==> config.mk <==
export PLATFORM = sky130hd
export DESIGN_NAME = sam_ram
export DESIGN_NICKNAME = d
export VERILOG_FILES = /design/src/sam_ram.sv
export SDC_FILE = /design/constraint.sdc
export NUM_CORES = 1
export LEC_CHECK = 0
export BUFFER_PORTS_ARGS = -buffer_cell sky130_fd_sc_hd__buf_2
export CAP_MARGIN = 20
export CELL_PAD_IN_SITES_DETAIL_PLACEMENT = 2
export CELL_PAD_IN_SITES_GLOBAL_PLACEMENT = 2
export CORE_UTILIZATION = 44
export DETAILED_ROUTE_END_ITERATION = 6
export PLACE_DENSITY = 0.83
export SLEW_MARGIN = 20
export SYNTH_ARGS = -nofsm -noshare
export SYNTH_HDL_FRONTEND = slang
export SYNTH_SLANG_ARGS = --single-unit
==> constraint.sdc <==
create_clock -name clk -period 2.7 [get_ports clk]
set_input_delay 0.405 -clock clk [delete_from_list [all_inputs] [get_ports clk]]
set_output_delay 0.405 -clock clk [all_outputs]
set_load 0.02 [all_outputs]
==> src/sam_ram.sv <==
`default_nettype none
module sam_ram #(
  parameter int WIDTH = 8,
  parameter int DEPTH = 16
) (
  input  wire logic                     clk,
  input  wire logic                     we,
  input  wire logic [$clog2(DEPTH)-1:0] waddr,
  input  wire logic [WIDTH-1:0]         wdata,
  input  wire logic [$clog2(DEPTH)-1:0] raddr,
  output logic      [WIDTH-1:0]         rdata
);

  logic [WIDTH-1:0] mem [DEPTH];

  // write port and registered read port
  always_ff @(posedge clk) begin
    if (we) begin
      mem[waddr] <= wdata;
    end
    rdata <= mem[raddr];
  end

endmodule
`default_nettype wire

# Yosys cells after proc, flatten, opt, wreduce, memory -nomap -nowiden
# Memories as Yosys holds them, arrays and structs flattened. A register that Yosys moved wholly into a read port is not among the register bits.
# Cells that the tools add are included.
classes:
  n_mux: 2
op_table:
  columns: ["cell", "count"]
  rows:
  - ["$mux W1", 2]
totals:
  mem_count: 1
  input_bits: 18
  register_bits: 0
  output_inout_bits: 8
  ramBits: 128
memory_table:
  columns: ["memory", "words", "width", "read_ports", "rd_ports_with_merged_regs", "write_ports", "line_no", "rtl"]
  rows:
  - ["mem", 16, 8, 1, 1, 1, "14", "logic [WIDTH-1:0] mem [DEPTH];"]

# Depth between registers and ports, before layout
# Gate-level depths: netlist of run 1.
logic_depth:
  depth_word: 2
  ltp_mapped: 5
  ltp_nobuf: 3

# Worst setup path before layout of run 1
# No wires, ideal clock.
synth_timing:
  path_kind: "in2reg"
  from: "input waddr[2]"
  to: "memory mem[0][0] (enable)"
  cell_stages: 2
  t_required_ns: 2.317
  setup_ns: 0.383
  setup_slack_ns: 0.802
  t_arrival_ns: 1.515
  path_cell_list: "or3b_2 > nor3_1"
synth_rtl:
  columns: ["element", "line_no", "rtl"]
  rows:
  - ["from (decl)", "8", "input wire logic [$clog2(DEPTH)-1:0] waddr,"]
  - ["to (decl)", "14", null]
# Straight into the memory's write port.

==> results of run 1 <==
## cell families after synthesis
| logic type | share of synthesized area (%) |
|---|---|
| DFF | 77.8 |
| AOI/OAI and AO/OA | 2.33 |
| and+or+nand+nor | 3.18 |
| buffers and inverters | 1.68 |
| muxes | 15.0 |
## registers in the layout, summed over array words and instances (netlist names)
register	cells
rdata	8
mem	128
## worst register-to-register path, delay by kind of cell, from the launching register on
kind / cells / cell delay [ns]
AOI/OAI and AO/OA: 1 / 0.38
DFF: 1 / 0.36
muxes: 1 / 0.60
and+or+nand+nor: 1 / 0.10
## layer usage
metal  GRT usage [%]  up-vias  part of all wire [%]
met1            31.4     1340                    44
met3            6.94       17                   5.3
li1                -     1071                     -
met2            33.8       90                    48
met5               0        -                     0
met4            10.6        0                   2.6
## layout make-up
class                           instances  area (um^2)
Clock buffer                           26          469
Clock inverter                          6         51.3
Fill cell                             975         5410
Multi-Input combinational cell         83         1060
Sequential cell                       136         4000
Tap cell                              143          179
Timing Repair Buffer                   40          250
## worst max path at each step
stage	start	end	slack, ns
floorplan	waddr[2]	mem[0][0]	0.80
global placement	waddr[2]	mem[1][1]	0.66
detailed placement	raddr[1]	rdata[3]	0.59
CTS	raddr[1]	rdata[3]	1.03
global route	raddr[1]	rdata[3]	0.95
finish	raddr[0]	rdata[3]	1.03
## layout by cell type, fill, tap and decap left out, drive strengths merged
master	n
nand3b	2
clkinv	5
and2b	1
nor2b	1
a22oi	16
clkbuf	26
or3b	1
nor3	4
and2	1
mux4	32
nor2	13
nand2b	2
buf	40
nand3	1
edfxtp	128
nand2	9
bufinv	1
dfxtp	8
## report_power, final
group          switching, W  internal, W  total (W)
Clock              0.000788      0.00128    0.00206
Combinational      0.000151    0.0000919   0.000243
Sequential        0.0000181      0.00236    0.00238
Total              0.000957      0.00373    0.00469
## through the flow
step                power [W]  cell area (um^2)  utilization [%]
finish                0.00469              6010             52.6
global route          0.00483              6010             52.6
CTS                   0.00473              6010             52.6
floorplan             0.00255              5150                -
global placement      0.00265              5490             48.1
detailed placement    0.00267              5490             48.1
==> flow_summary.rst, run 1 <==
.. list-table::
   :header-rows: 1

   * - Metric
     - Value
   * - Result of the run
     - completed
   * - Final slew viol count
     - 0
   * - Synthesis Warnings
     - 0
   * - Number of antenna violations at the first check in global routing
     - 0
   * - Setup skew after layout
     - 0.0202 ns
   * - Clock-pin slew on the worst setup and hold paths
     - 0.05 ns
   * - Die width
     - 110 um
   * - Number of instances in the synthesized netlist
     - 229
   * - Average via count per standard cell
     - 5.80
   * - Setup-violating endpoint count in the final report
     - 0
   * - Max-cap violation count
     - 0
   * - Slowest stage cell on the critical path
     - sky130_fd_sc_hd__mux4_1
   * - Area overhead of the layout relative to synthesis
     - 16.8%
   * - Worst reg2reg startpoint
     - mem[1][3]
   * - Post-synth cell types
     - 19
   * - Total number of vias
     - 2518
   * - Boundary Pins
     - 26
   * - Most common library cells after synthesis
     - sky130_fd_sc_hd__edfxtp_1, sky130_fd_sc_hd__mux4_2, sky130_fd_sc_hd__a22oi_1
   * - Count of placed standard cells including taps
     - 402
   * - Global-route wire length before repair
     - 17900 um
   * - Number of global-route vias before repair
     - 2706
   * - Largest driver fanout on the critical path
     - 32
   * - RSZ-0062 raised after global routing
     - no
   * - Average detailed-routed wire length per instance
     - 27.9 um
   * - Total clock buffers created by CTS
     - 17
   * - Buf/Inv on CP
     - 2
   * - FF+latch count, synth
     - 136
   * - Kind of capture point of the worst setup path
     - flop
   * - EDFF count, synth
     - 128
   * - Hold Path Sink
     - mem[12][0]
   * - Core area
     - 11400 um^2
   * - Class of the most critical setup path
     - in -> reg
   * - Post-Route Hold Slack
     - 0.378 ns
   * - Worst Setup Start Kind
     - input port
   * - Reg-to-reg slack, setup
     - 1.14 ns
   * - Cell at the root of the clock tree
     - sky130_fd_sc_hd__clkbuf_16
   * - Starting density of the core
     - 45.1%
   * - Final routed wirelength across all metal layers
     - 12100 um
   * - Power Density
     - 780 nW/um^2
   * - Dpl ws
     - 0.587 ns
   * - Worst Tran Pin Value
     - 0.844 ns
   * - Number of nets in the synthesized netlist
     - 247
   * - Number of logic stages on the critical path including buffering
     - 5
   * - Fin nets
     - 296
   * - Period utilization
     - 61.8%
   * - Number of hold violations in the final report
     - 0
   * - Row count
     - 39
   * - Max Freq
     - 599 MHz
   * - Worst min path class
     - in -> reg
   * - Worst-case clock buffer depth
     - 2
   * - First drt pass iteration count
     - 4
   * - Number of H-tree branching levels
     - 4
   * - Required time at the endpoint of the critical path
     - 3.00 ns
   * - Lkg Pwr
     - 2.03 nW
   * - Largest net degree at the start of global routing
     - 33
   * - Number of clock sinks
     - 136
   * - Insertion delay to the later sink of the worst-skew pair
     - 0.42 ns
   * - Sum of negative setup slack
     - 0 ns
   * - Number of nets still failing antenna checks after routing
     - 0
   * - GP Congestion
     - 0.695
   * - Share of cells above drive strength 1
     - 27.5%
   * - Detailed-route DRC error count
     - 0
   * - Number of DRC markers in iteration 0
     - 166
   * - Fraction of post-synthesis cell area in the top cell type by area
     - 74.7%
   * - Headroom to the max-slew limit
     - 43.6%
   * - Die height
     - 110 um
   * - Data arrival, critical path
     - 1.97 ns
   * - Async S/R FF share, synth
     - 0%
   * - Total congestion overflow after global routing
     - 0
   * - Number of buffers inserted by hold repair at cts
     - 0
   * - Synthesized area per cell
     - 22.5 um^2
   * - Cell-by-cell listing of the critical path
     - buf_2, buf_12, mux4_1, a22oi_1, nand2_1
   * - Count of buffers inserted at the top-level ports
     - 25
   * - Family with the most delay on the worst path
     - multiplexers
   * - Smallest setup slack after layout
     - 1.03 ns
   * - Capture instance of the worst register-to-register path
     - rdata[3]
   * - Slowest cell delay on critical path
     - 0.68 ns
   * - CTS tree
     - yes
   * - Worst IR drop on VDD
     - 0.555 mV
   * - Sequential share of the synthesized area
     - 77.8%
   * - Die area
     - 12100 um^2
   * - Cell type contributing the most total cell area after synthesis
     - sky130_fd_sc_hd__edfxtp_1
   * - Most common cell in the synthesized netlist
     - sky130_fd_sc_hd__edfxtp_1
   * - Final cell count without fillers
     - 434
   * - Post-synth top flop
     - sky130_fd_sc_hd__edfxtp_1
   * - Overall routing resource usage
     - 22.9%
   * - Synthesized cell area
     - 5150 um^2
   * - Post-CTS Setup Bufs
     - 0
   * - Post-layout minimum cycle time
     - 1.67 ns
   * - Startpoint of the tightest hold check path
     - wdata[0]
   * - Worst Reg-to-Reg Cells
     - 3
   * - Cell depth of the worst min-delay path
     - 1
   * - Post-CTS Resized
     - 0
   * - Antenna cells
     - 0
   * - Synth area leaders
     - sky130_fd_sc_hd__edfxtp_1, sky130_fd_sc_hd__mux4_2, sky130_fd_sc_hd__mux4_1
(Power assumes the default switching activity.)
==> run 2: changes to the inputs <==
- CORE_UTILIZATION: 44 -> 43
- PLACE_DENSITY: 0.83 -> 0.84
- clock period: 2.7 -> 1.4 ns (I/O delays scaled with it)
==> run 2 against run 1 <==
Net effect: highest routed layer unchanged; non-clock buffer count grew 16; the flow now finishes with violations (design-rule violations); routed wire length up 7.1%; largest power group unchanged; clock power grew 120%; critical path type is now reg -> reg; sequential power grew 93%.
==> flow_summary.rst, run 2 (same netlist as run 1, synthesis figures left out) <==
.. list-table::
   :header-rows: 1

   * - Metric
     - Value
   * - Lkg Pwr
     - 2.14 nW (+5.5%)
   * - Total clock buffers created by CTS
     - 17 (unchanged)
   * - Dpl ws
     - -0.502 ns (-1.09 ns)
   * - Power Density
     - 1530 nW/um^2 (+96%)
   * - Area of all placed cells without fillers
     - 6270 um^2 (+4.3%)
   * - Largest register by flop count
     - mem
   * - Worst Reg-to-Reg Cells
     - 3 (unchanged)
   * - Worst min path class
     - in -> reg
   * - Number of fill cells in the layout
     - 953 (-2.3%)
   * - GP Congestion
     - 0.741 (+6.6%)
   * - Most frequent standard cell in the layout excluding fill and tap cells
     - sky130_fd_sc_hd__edfxtp_1
   * - Final routed wirelength across all metal layers
     - 13000 um (+7.1%)
   * - CTS tree
     - yes
   * - Number of clock sinks
     - 136 (unchanged)
   * - Capture instance of the worst register-to-register path
     - rdata[4]
   * - Worst Tran Pin Value
     - 0.864 ns (+0.0208 ns)
   * - Final slew viol count
     - 0 (unchanged)
   * - Die area
     - 12400 um^2 (+2.3%)
   * - Number of DRC markers in iteration 0
     - 204 (+23%)
   * - Largest register FFs
     - 128 (unchanged)
   * - Starting density of the core
     - 44.5% (-0.57 points)
   * - Clock-pin slew on the worst setup and hold paths
     - 0.06 ns (about the same)
   * - Capture point of the worst path
     - rdata[4]
   * - Detailed-route DRC error count
     - 2 (+2)
   * - Number of nets still failing antenna checks after routing
     - 0 (unchanged)
   * - Violations in the final reports
     - design-rule violations
   * - Cell at the root of the clock tree
     - sky130_fd_sc_hd__clkbuf_16
   * - Fin nets
     - 312 (+5.4%)
   * - Insertion delay to the later sink of the worst-skew pair
     - 0.41 ns (about the same)
   * - Setup-violating endpoint count in the final report
     - 0 (unchanged)
   * - Data arrival, critical path
     - 1.66 ns (-0.31 ns)
   * - Worst IR drop on VDD
     - 0.911 mV (+64%)
   * - Antenna cells
     - 0 (unchanged)
   * - Number of H-tree branching levels
     - 4 (unchanged)
   * - Boundary Pins
     - 26 (unchanged)
   * - Final HPWL from detailed placement
     - 8430 um
   * - Core area
     - 11600 um^2 (+1.3%)
   * - Die width
     - 111 um (+1.1%)
   * - Largest driver fanout on the critical path
     - 1 (-97%)
   * - Placed cell area
     - 5650 um^2 (+2.9%)
   * - Number of buffers inserted by hold repair at cts
     - 0 (unchanged)
   * - Total number of vias
     - 2588 (+2.8%)
   * - Area overhead of the layout relative to synthesis
     - 21.8%
   * - Smallest setup slack after layout
     - 0.0237 ns (-1.01 ns)
   * - Setup skew after layout
     - 0.00732 ns (-0.0129 ns)
   * - Overall routing resource usage
     - 23.3% (+0.43 points)
   * - Worst reg2reg startpoint
     - mem[8][4]
   * - Share of cells above drive strength 1
     - 37.8% (+10 points)
   * - Max Freq
     - 727 MHz
   * - Total congestion overflow after global routing
     - 0 (unchanged)
   * - Kind of capture point of the worst setup path
     - flop
   * - Period utilization
     - 98.3%
   * - Average detailed-routed wire length per instance
     - 28.8 um (+3.2%)
   * - RSZ-0062 raised after global routing
     - yes
   * - Number of hold violations in the final report
     - 0 (unchanged)
   * - Post-layout minimum cycle time
     - 1.38 ns
   * - Average via count per standard cell
     - 5.75 (-0.87%)
   * - Max-cap violation count
     - 0 (unchanged)
   * - Result of the run
     - finished with violations
   * - Number of antenna violations at the first check in global routing
     - 0 (unchanged)
   * - Headroom to the max-slew limit
     - 42.3% (-1.4 points)
   * - Post-CTS Setup Bufs
     - 0 (unchanged)
   * - Required time at the endpoint of the critical path
     - 1.69 ns (-1.31 ns)
   * - Largest regs
     - mem x128, rdata x8
   * - Worst-case clock buffer depth
     - 2 (unchanged)
   * - Global-route wire length before repair
     - 19500 um (+9.1%)
   * - Register area
     - 4000 um^2 (unchanged)
   * - Die height
     - 111 um (+1.1%)
   * - Area occupied by multi-input gates
     - 1100 um^2 (+3.8%)
   * - Crit path launch
     - mem[8][4]
   * - Number of global-route vias before repair
     - 2873 (+6.2%)
   * - First drt pass iteration count
     - 6 (+2)
   * - Largest net degree at the start of global routing
     - 17 (-48%)
   * - Leading cell types in the layout, fill and taps excluded
     - sky130_fd_sc_hd__edfxtp_1, sky130_fd_sc_hd__buf_4, sky130_fd_sc_hd__buf_2, sky130_fd_sc_hd__mux4_2, sky130_fd_sc_hd__clkbuf_16
   * - Row count
     - 39 (unchanged)
   * - Class of the most critical setup path
     - reg -> reg
   * - Count of buffers inserted at the top-level ports
     - 25 (unchanged)
   * - Worst Setup Start Kind
     - flop
   * - Reg-to-reg slack, setup
     - 0.02 ns (-1.12 ns)
==> run 2: changes by cell type in the layout (fill, tap and decap cells not counted), moves of 3 or more <==
cell                       change
sky130_fd_sc_hd__buf_4        +14
sky130_fd_sc_hd__a22oi_1       -8
sky130_fd_sc_hd__a22oi_2       +8
sky130_fd_sc_hd__mux4_1        -4
sky130_fd_sc_hd__mux4_2        +4
sky130_fd_sc_hd__clkbuf_1      -3
sky130_fd_sc_hd__nor3_1        -3
sky130_fd_sc_hd__nor3_2        +3
==> run 2: layer usage <==
| metal | GRT usage, % | up-vias | wire length [um] |
|---|---|---|---|
| li1 | - | 1101 | - |
| met4 | 7.84 | 0 | 99 |
| met1 | 30.3 | 1401 | 5730 |
| met3 | 5.93 | 8 | 457 |
| met5 | 0 | - | 0 |
| met2 | 38.6 | 78 | 6690 |
==> run 2: area by class of cell <==
type / count / area share, %
clock buffers: 24 / 7.53
clock inverters: 8 / 1.92
multi-input cells: 83 / 17.5
flip-flops and latches: 136 / 63.9
well taps: 143 / 2.85
repair buffers: 56 / 6.31
==> run 2: where the power goes <==
group / internal, W / total [W] / switching [W]
clock: 0.00289 / 0.00446 / 0.00157
sequential: 0.00456 / 0.00459 / 0.0000378
combinational: 0.000216 / 0.000526 / 0.000310
==> run 2: worst max-delay path, stage by stage, from the launching register on <==
cell	delay, ns
sky130_fd_sc_hd__edfxtp_1	0.38
sky130_fd_sc_hd__mux4_2	0.48
sky130_fd_sc_hd__a22oi_2	0.27
sky130_fd_sc_hd__nand2_1	0.13
==> run 2: stage by stage <==
stage	util [%]	power (W)	TNS, ns	hold slack, ns	std cells
after CTS	54.1	0.00968	0	0.164	450
final	54.2	0.00958	0	0.190	450
after global placement	48.9	0.00513	-4.32	0.589	418
after global routing	54.2	0.00986	-0.0371	0.172	450
after floorplan	-	0.00492	-2.30	0.309	229
after detailed placement	48.9	0.00519	-6.89	0.619	418
==> run 2: worst min path at each step <==
| stage | startpoint | to | slack (ns) | cells after the start |
|---|---|---|---|---|
| 6_report | wdata[3] | mem[14][3] | 0.19 | 1 |
| 5_1_grt | wdata[3] | mem[15][3] | 0.17 | 1 |
| 4_1_cts | wdata[3] | mem[9][3] | 0.16 | 1 |
| 3_5_place_dp | wdata[3] | mem[3][3] | 0.62 | 1 |
| 3_3_place_gp | wdata[3] | mem[2][3] | 0.59 | 1 |
| 2_1_floorplan | wdata[0] | mem[0][0] | 0.31 | 0 |
==> run 2: what timing repair did <==
action                                  4_1_cts  5_1_grt
gates resized for setup                       8        4
cloned                                        0        0
pin swaps                                     3        2
endpoints found under the setup margin        5        6
